--- src/hw/rtl/met_pkg.sv ---
// Shared types and constants for the Mandelbrot escape-time block.
// Used by met_ctrl, met_datapath and mandelbrot_escape_time; no dependencies.
package met_pkg;

    localparam int MET_WORD_BITS     = 32;
    localparam int MET_FRACTION_BITS = 28;
    localparam int MET_COUNT_BITS    = 8;

    localparam logic [MET_COUNT_BITS-1:0] MET_LIMIT_RESET = 8'd100;

    // Controller to datapath
    typedef struct packed {
        logic load;          // capture c, start z = c, clear count
        logic mul;           // register re*re, im*im, re*im
        logic step;          // z = z*z + c, count + 1
        logic emit;          // load the result register
        logic emit_escaped;  // escape flag for the result register
    } met_cmd_t;

    // Datapath to controller
    typedef struct packed {
        logic escape;        // |z|^2 > 4 on the registered squares
        logic last;          // this step reaches the iteration limit
    } met_status_t;

endpackage

--- src/hw/rtl/met_ctrl.sv ---
// Controller of the escape-time block: sequences load, multiply and update
// steps and owns the input ready and the result valid. Depends on met_pkg.
module met_ctrl
    import met_pkg::*;
(
    input  logic        aclk,
    input  logic        aresetn,
    input  logic        s_valid,
    output logic        s_ready,
    output logic        m_valid,
    input  logic        m_ready,
    input  logic        limit_zero,
    input  met_status_t status,
    output met_cmd_t    cmd
);

    typedef enum logic [1:0] {
        ST_IDLE,
        ST_MULT,
        ST_EVAL,
        ST_FINISH
    } state_t;

    state_t state_reg, state_next;
    logic   esc_reg, esc_next;
    logic   m_valid_reg, m_valid_next;

    always_comb begin
        state_next = state_reg;
        esc_next   = esc_reg;
        cmd        = '0;
        s_ready    = 1'b0;
        unique case (state_reg)
            ST_IDLE: begin
                s_ready = 1'b1;
                if (s_valid) begin
                    cmd.load   = 1'b1;
                    esc_next   = 1'b0;
                    // A zero limit makes no test at all
                    state_next = limit_zero ? ST_FINISH : ST_MULT;
                end
            end
            ST_MULT: begin
                cmd.mul    = 1'b1;
                state_next = ST_EVAL;
            end
            ST_EVAL: begin
                if (status.escape) begin
                    esc_next   = 1'b1;
                    state_next = ST_FINISH;
                end else begin
                    cmd.step   = 1'b1;
                    state_next = status.last ? ST_FINISH : ST_MULT;
                end
            end
            ST_FINISH: begin
                // Hold until the result register is free or being drained
                if (!m_valid_reg || m_ready) begin
                    cmd.emit         = 1'b1;
                    cmd.emit_escaped = esc_reg;
                    state_next       = ST_IDLE;
                end
            end
            default: state_next = ST_IDLE;
        endcase

        if (cmd.emit) begin
            m_valid_next = 1'b1;
        end else if (m_ready) begin
            m_valid_next = 1'b0;
        end else begin
            m_valid_next = m_valid_reg;
        end
    end

    always_ff @(posedge aclk) begin
        if (!aresetn) begin
            state_reg   <= ST_IDLE;
            esc_reg     <= 1'b0;
            m_valid_reg <= 1'b0;
        end else begin
            state_reg   <= state_next;
            esc_reg     <= esc_next;
            m_valid_reg <= m_valid_next;
        end
    end

    assign m_valid = m_valid_reg;

endmodule

--- config.mk ---
export PLATFORM = sky130hd
export DESIGN_NAME = met_ctrl
export DESIGN_NICKNAME = d
export VERILOG_FILES = /design/src/hw/rtl/met_pkg.sv /design/src/hw/rtl/met_ctrl.sv
export SDC_FILE = /design/constraint.sdc
export NUM_CORES = 1
export LEC_CHECK = 0
export BUFFER_PORTS_ARGS = -buffer_cell sky130_fd_sc_hd__clkbuf_2
export CORE_AREA = 2 2 39 41
export CTS_CLUSTER_DIAMETER = 30
export DETAILED_ROUTE_END_ITERATION = 8
export DIE_AREA = 0 0 41 43
export GPL_TIMING_DRIVEN = 0
export SETUP_SLACK_MARGIN = 0.4
export SLEW_MARGIN = 10
export SYNTH_ARGS = -nofsm -noshare
export SYNTH_HDL_FRONTEND = slang
export SYNTH_SLANG_ARGS = --single-unit
--- constraint.sdc ---
create_clock -name aclk -period 3 [get_ports aclk]
set_clock_uncertainty 0.15 [all_clocks]
set_input_delay 0 -clock aclk [delete_from_list [all_inputs] [get_ports aclk]]
set_output_delay 0 -clock aclk [all_outputs]
set_load 0.02 [all_outputs]
## Word-level counts from Yosys, hierarchy flattened

Index checks and enable logic that the tools add are counted.
W data, S select, Z words.

| word-level totals | value |
|---|---|
| bits in registers | 4 |
| word-level logic and storage cells | 35 |
| input port bits | 7 |

| operators by class | value |
|---|---|
| eq/ne operators | 6 |
| reduce and logical (&&, ||, !) cells | 7 |
| mux-type cells | 19 |

Operators by type and width:

| cell | number |
|---|---|
| $mux W2 | 7 |
| $mux W1 | 10 |
| $pmux W2 S4 | 1 |
| $ne A2 B2 Y1 const B | 3 |
| $eq A2 B2 Y1 const B | 2 |
| $reduce_bool A2 Y1 | 2 |
| $reduce_and A3 Y1 | 1 |
| $eq A2 B1 Y1 const B | 1 |
| $logic_not A2 Y1 | 1 |
| $pmux W1 S2 | 1 |
| $reduce_and A2 Y1 | 1 |
| $logic_not A1 Y1 | 1 |
| $logic_or A1 B1 Y1 | 1 |

## Logic depth before layout (Yosys ltp)

Gate-level depths: netlist (run 1).

| logic depth | value |
|---|---|
| depth after elaboration | 5 |
| depth in mapped cells | 3 |

## Worst setup path after synthesis (run 1)

Ideal clock, no wire load.

| timing | value |
|---|---|
| path type | register to output |
| from | reg state_reg[1] |
| to | out cmd[4] in the netlist's numbering |
| stages on the path, launching flop included | 3 |
| path slack | 1.877 ns |
| required time | 2.850 ns |
| arrival time | 0.973 ns |
| cells stage by stage | dfxtp_1 -> nor2_1 -> and2_1 |

RTL lines:

| element | RTL line | text |
|---|---|---|
| start: declaration | met_ctrl.sv:24 | `state_t state_reg, state_next;` |
| start signal: assignment | met_ctrl.sv:82 | `state_reg <= state_next;` |
| end: declaration | met_ctrl.sv:14 | `output met_cmd_t cmd` |

## Final worst setup path (run 1)

| timing | value |
|---|---|
| from | reg state_reg[1] |
| to | reg state_reg[1] |

| on the way | value |
|---|---|
| cells in the longest elaborated chain, start to end | 3 |
| elaborated cells between the ends (all ways) | 8 |
| those cells by class | eq/ne (5); mux (1); reduce/logical (2) |

Ends and longest elaborated chain:

| element | RTL line | text |
|---|---|---|
| $eq A2 B2 Y1 / $logic_not A2 Y1 (equally long branches) | met_ctrl.sv:33 | `unique case (state_reg)` |
| $ne A2 B2 Y1 (no source line) | - |  |
| $reduce_and A2 Y1 (no source line) | - |  |

Parallel ways exist; a longest one is shown, timed or not.
A chain may end at the register's enable or synchronous reset.

==> results.json, run 1 <==
{
  "end_kind": "flip-flop",
  "synthArstFlopShare_pct": 0,
  "worstPathArrival_ps": 2180,
  "grtUsageTotal_pct": 10.2,
  "crit_start": "state_reg[1]$_SDFFE_PN0P_",
  "postCtsSetupBuffers": 0,
  "path_delay_family": "buffers and inverters",
  "insertedDiodeCount": 0,
  "crit_fanout": 7,
  "cp-endpoint": "state_reg[1]$_SDFFE_PN0P_",
  "area_growth_pct": 76.1,
  "yosysUniqueCellTypes": 17,
  "worst_path_most_repeated_cell": "dlygate4sd3_1",
  "setup_violations": 0,
  "netlist_instances": 26,
  "reg2reg_to": "state_reg[1]$_SDFFE_PN0P_",
  "cts_tree": "yes",
  "ctsResizeCount": 0,
  "power_frac_clock_pct": 35.7,
  "tightest_slew_ps": 278,
  "grt_pass1_vias": 281,
  "place.gp.congestion": 0.662,
  "seq_area_frac_synth_pct": 36.4,
  "drive_gt1_share_pct": 43.8,
  "r2r_slack_ps": 780,
  "ir_drop_v": 0.000161,
  "setup_tns_ps": 0,
  "synth_nets": 33,
  "dpl.hpwl_um": 420,
  "rsz0062_at_grt": "false",
  "combPwrFrac_pct": 28.5,
  "grt_overflow": 0,
  "synth.largest_area_cell": "dfxtp_1",
  "antenna_found_initial": 0,
  "cp_num_buf_inv": 2,
  "outcome": "complete, no violations",
  "port_buffers": 13,
  "rows": 14,
  "max_freq_mhz": 451,
  "die-width_um": 41,
  "synth_ff_type": "dfxtp_1",
  "drt-initial-drc-count": 6,
  "hold_ws_ps": 25.1,
  "drv_cap": 0,
  "post_synth_instance_area_um2": 220,
  "p_int_uw": 129,
  "power_switching_share_pct": 30.0,
  "avgViaCountPerCell": 4.13,
  "ant_nets": 0,
  "grt_start_max_net_pins": 8,
  "relSlewSlack_pct": 81.3,
  "routed-via-count": 264,
  "cts_buffer_depth": 2,
  "crit_path_start_kind": "flip-flop",
  "report.final.slew_viol_count": 0,
  "start_util_pct": 15.9,
  "fin_crit_sh_pct": 73.9,
  "yosysWarnings": 0,
  "largest_register_ffs": 2,
  "fin_nets": 57,
  "ios": 14,
  "synth_common_cells": "4 x dfxtp_1, 3 x nor2_1",
  "pwr-share-seq_pct": 35.9,
  "drc_errors": 0,
  "cpPeakStageDelay_ps": 600,
  "worstSetupPathType": "flip-flop to flip-flop",
  "reg2reg_from": "state_reg[1]$_SDFFE_PN0P_",
  "fillers": 164,
  "ff_latch_area_um2": 80.1,
  "ys_ff_latch": 4,
  "core_area_um2": 1380,
  "wirelength_um": 635,
  "synth-edff-count": 0,
  "dieHeight_um": 43,
  "final-hold-violation-count": 0,
  "yosysMostFrequentCell": "dfxtp_1",
  "cp.depth": 5,
  "hold_path.class": "primary input to flip-flop",
  "cts_hold_buf": 6,
  "critPathRequiredTime_ps": 2960,
  "cp_slowest_cell": "dlygate4sd3_1",
  "clk_latency_ps": 230,
  "ff2ff_path_depth": 5,
  "drtPass1Iterations": 2,
  "synth_top_area_share_pct": 36.4,
  "multi_input_comb_area_um2": 129,
  "p_per_area_nw_per_um2": 474,
  "htreeDepth": 1,
  "syn_avg_cell_area_um2": 8.47,
  "cts.clk_slew.worst_paths_ps": 40,
  "root_buffer": "clkbuf_4",
  "clock_sinks": 4,
  "crit_chain": "nand2b_1, o31ai_2, dlygate4sd3_1, nor3_2, dlygate4sd3_1",
  "routedWlPerCell_um": 9.92,
  "dieArea_um2": 1760,
  "numCtsBuffers": 3,
  "grt_pass1_wl_um": 1110,
  "fin_crit_ps": 2220,
  "switchingPower_uw": 55.2,
  "yosys-top-cells-area": "dfxtp_1 36%, nor2b_4 6.3%, and2_1 5.7%, nand2b_1 5.7%, o31ai_2 5.7%",
  "p_leak_nw": 0.186
}
## worst min path at each step
| stage | start | cells past startpoint | slack, ps | endpoint |
|---|---|---|---|---|
| 2_1_floorplan | status[1] | 1 | -70 | cmd[2] |
| 5_1_grt | status[1] | 3 | 50 | esc_reg$_SDFFE_PN0P_ |
| 6_report | s_valid | 3 | 30 | esc_reg$_SDFFE_PN0P_ |
| 3_3_place_gp | status[0] | 3 | 130 | state_reg[1]$_SDFFE_PN0P_ |
| 3_5_place_dp | status[0] | 3 | 140 | state_reg[1]$_SDFFE_PN0P_ |
| 4_1_cts | status[1] | 3 | 20 | esc_reg$_SDFFE_PN0P_ |
## cells in the final DEF (no fill, tap or decap)
cell	n
nand2_1	2
and2_1	2
o22ai_1	1
dfxtp_1	4
nor2b_1	1
a21oi_1	2
nand2_2	1
buf_4	1
clkbuf_2	13
a21boi_1	1
o31ai_2	1
dlygate4sd3_1	6
nand2b_1	2
a211oi_1	1
clkbuf_4	3
o21ai_0	1
nor2_1	3
nor2b_4	1
nor3_2	1
inv_1	1
## layout make-up
| type | instances | area share [%] |
|---|---|---|
| multi-input combinational | 20 | 33.2 |
| clock buffer | 3 | 5.81 |
| tap | 16 | 5.16 |
| inverter | 1 | 0.968 |
| buffer | 1 | 1.94 |
| timing repair buffer | 19 | 32.3 |
| sequential | 4 | 20.6 |
## logic make-up (layout without fill, tap and decap cells)
family                 Yosys count  in the layout  synth area share [%]
AOI/OAI and AO/OA                7              7                  22.2
buffers and inverters            2             24                  5.11
DFF                              4              4                  36.4
and+or+nand+nor                 13             13                  36.4
## worst reg2reg max path, stage by stage (launching register included)
cell and delay (ps):
dfxtp_1 450, nand2b_1 120, o31ai_2 190, dlygate4sd3_1 600, nor3_2 40, dlygate4sd3_1 550
## per-layer routing
metal | wire (um) | track usage (%)
met4 | 17 | 10.0
met3 | 31 | 4.71
met5 | 0 | 0
met2 | 333 | 14.4
met1 | 253 | 10.0
## per-stage QoR
| step | instance area [um^2] | util (%) | total power [mW] | cells | worst slack, ps |
|---|---|---|---|---|---|
| after floorplan | 220 | - | 0.0933 | 26 | 1880 |
| after global placement | 305 | 22.1 | 0.109 | 55 | 1870 |
| after detailed placement | 305 | 22.1 | 0.110 | 55 | 1850 |
| after CTS | 388 | 28.0 | 0.187 | 64 | 827 |
| after global routing | 388 | 28.0 | 0.198 | 64 | 680 |
| final | 388 | 28.0 | 0.184 | 64 | 782 |
## power groups by stage
| stage | registers (mW) | logic, mW | clock network (mW) |
|---|---|---|---|
| after global routing | 0.0668 | 0.0578 | 0.0738 |
| after global placement | 0.0662 | 0.0428 | 0 |
| after detailed placement | 0.0665 | 0.0431 | 0 |
| after CTS | 0.0659 | 0.0521 | 0.0690 |
| after floorplan | 0.0653 | 0.0280 | 0 |
| final | 0.0659 | 0.0523 | 0.0655 |
Note: power is estimated with default switching activity, not from simulation.
==> run 2: changes to the inputs <==
clock period = 2.2 ns   (was 3 ns; I/O delays follow)
==> results.json, run 2 (synthesis gave the netlist of run 1 again) <==
{
  "grtUsageTotal_pct": 10.4,
  "routed-via-count": 266,
  "m1WireLength_um": 254,
  "wirelength_um": 634,
  "critPathRequiredTime_ps": 2170,
  "grt_overflow": 0,
  "rsz0062_at_grt": "false",
  "r2r_slack_ps": 540,
  "cts_hold_buf": 7,
  "layout_setup_ws_ps": 538,
  "fin_util_pct": 28.8,
  "final-hold-violation-count": 0,
  "clock_sinks": 4,
  "worstSetupPathType": "flip-flop to flip-flop",
  "ctsResizeCount": 0,
  "place_ws_ps": 1050,
  "end_kind": "flip-flop",
  "fin_crit_ps": 1660,
  "drv_cap": 0,
  "cts_tree": "yes",
  "htreeDepth": 1,
  "grt_pass1_wl_um": 1130,
  "numCtsBuffers": 3,
  "crit_fanout": 7,
  "ios": 14,
  "fillers": 163,
  "p_leak_nw": 0.189,
  "whs_path_depth": 3,
  "final_common_cell": "clkbuf_2",
  "hold_end": "esc_reg$_SDFFE_PN0P_",
  "highest_layer": "met3",
  "ir_drop_v": 0.000219,
  "place.gp.congestion": 0.662,
  "setup_violations": 0,
  "drc_errors": 0,
  "reg2reg_to": "state_reg[1]$_SDFFE_PN0P_",
  "avgViaCountPerCell": 4.09,
  "grt_pass1_vias": 281,
  "start_util_pct": 15.9,
  "fin_nets": 58,
  "dr_wl_met3_um": 34,
  "root_buffer": "clkbuf_4",
  "worstPathArrival_ps": 1630,
  "port_buffers": 13,
  "insertedDiodeCount": 0,
  "drt-initial-drc-count": 9,
  "rows": 14,
  "outcome": "complete, no violations",
  "antenna_found_initial": 0,
  "cts_buffer_depth": 2,
  "largest_register_ffs": 2,
  "reg2reg_from": "state_reg[1]$_SDFFE_PN0P_",
  "drtPass1Iterations": 4,
  "dieHeight_um": 43,
  "die-width_um": 41,
  "drive_gt1_share_pct": 42.9,
  "routed-wl-met2_um": 345,
  "ant_nets": 0,
  "tightest_slew_ps": 254,
  "ff2ff_path_depth": 4,
  "p_per_area_nw_per_um2": 636,
  "max_freq_mhz": 602,
  "area_growth_pct": 80.7,
  "relSlewSlack_pct": 83.0,
  "routedWlPerCell_um": 9.75,
  "fin_crit_sh_pct": 75.6,
  "dpl.hpwl_um": 420,
  "hold_path.class": "primary input to flip-flop",
  "report.final.slew_viol_count": 0,
  "cts.clk_slew.worst_paths_ps": 40,
  "layout_common_cells": "13 x clkbuf_2, 7 x dlygate4sd3_1, 4 x dfxtp_1, 3 x nor2_1, 3 x clkbuf_4",
  "core_area_um2": 1380,
  "dieArea_um2": 1760,
  "clk_latency_ps": 230,
  "grt_start_max_net_pins": 8,
  "hold_start": "s_valid",
  "crit_path_start_kind": "flip-flop",
  "setup_tns_ps": 0,
  "postCtsSetupBuffers": 0
}
==> run 2: cell types whose count changed in the layout (fill, tap and decap cells not counted) <==
cell / previous run / this run
dlygate4sd3_1: 6 / 7
==> run 2: power by group <==
group | switching [mW] | leakage [nW] | internal [mW] | total (mW)
Sequential | 0.0102 | 0.0329 | 0.0797 | 0.0899
Clock | 0.0282 | 0.0138 | 0.0609 | 0.0891
Combinational | 0.0373 | 0.142 | 0.0368 | 0.0742
Total | 0.0757 | 0.189 | 0.177 | 0.253
==> run 2: layer usage <==
| layer | track usage (%) | vias up |
|---|---|---|
| li1 | - | 134 |
| met1 | 10.6 | 122 |
| met2 | 14.4 | 10 |
| met3 | 4.71 | 0 |
| met4 | 10.0 | 0 |
| met5 | 0 | - |
==> run 2: cell type report <==
class / instances / area, um^2 / area share (%)
inverter: 1 / 3.75 / 0.943
sequential: 4 / 80.1 / 20.1
multi-input combinational: 20 / 129 / 32.4
buffer: 1 / 7.51 / 1.89
clock buffer: 3 / 22.5 / 5.66
timing repair buffer: 20 / 135 / 34.0
tap: 16 / 20.0 / 5.03
==> run 2: worst max-delay path, cell delays in order (launching register included) <==
cell	delay [ps]
dfxtp_1	450
nand2b_1	120
o31ai_2	190
dlygate4sd3_1	600
nor3_2	40
==> run 2: worst max-delay path by stage <==
stage	start	to	slack (ps)	cells past startpoint
2_1_floorplan	state_reg[1]$_SDFFE_PN0P_	cmd[4]	1080	2
3_3_place_gp	state_reg[1]$_SDFFE_PN0P_	cmd[0]	1070	4
3_5_place_dp	state_reg[1]$_SDFFE_PN0P_	cmd[0]	1050	4
4_1_cts	state_reg[1]$_SDFFE_PN0P_	state_reg[1]$_SDFFE_PN0P_	580	4
5_1_grt	state_reg[1]$_SDFFE_PN0P_	state_reg[1]$_SDFFE_PN0P_	460	4
6_report	state_reg[1]$_SDFFE_PN0P_	state_reg[1]$_SDFFE_PN0P_	540	4
==> run 2: through the flow <==
stage | hold slack, ps | power, mW | instances | area, um^2
after floorplan | -70.2 | 0.127 | 26 | 220
after global placement | 129 | 0.149 | 55 | 305
after detailed placement | 138 | 0.149 | 55 | 305
after CTS | 18.1 | 0.257 | 65 | 398
after global routing | 48.8 | 0.274 | 65 | 398
final | 22.8 | 0.253 | 65 | 398
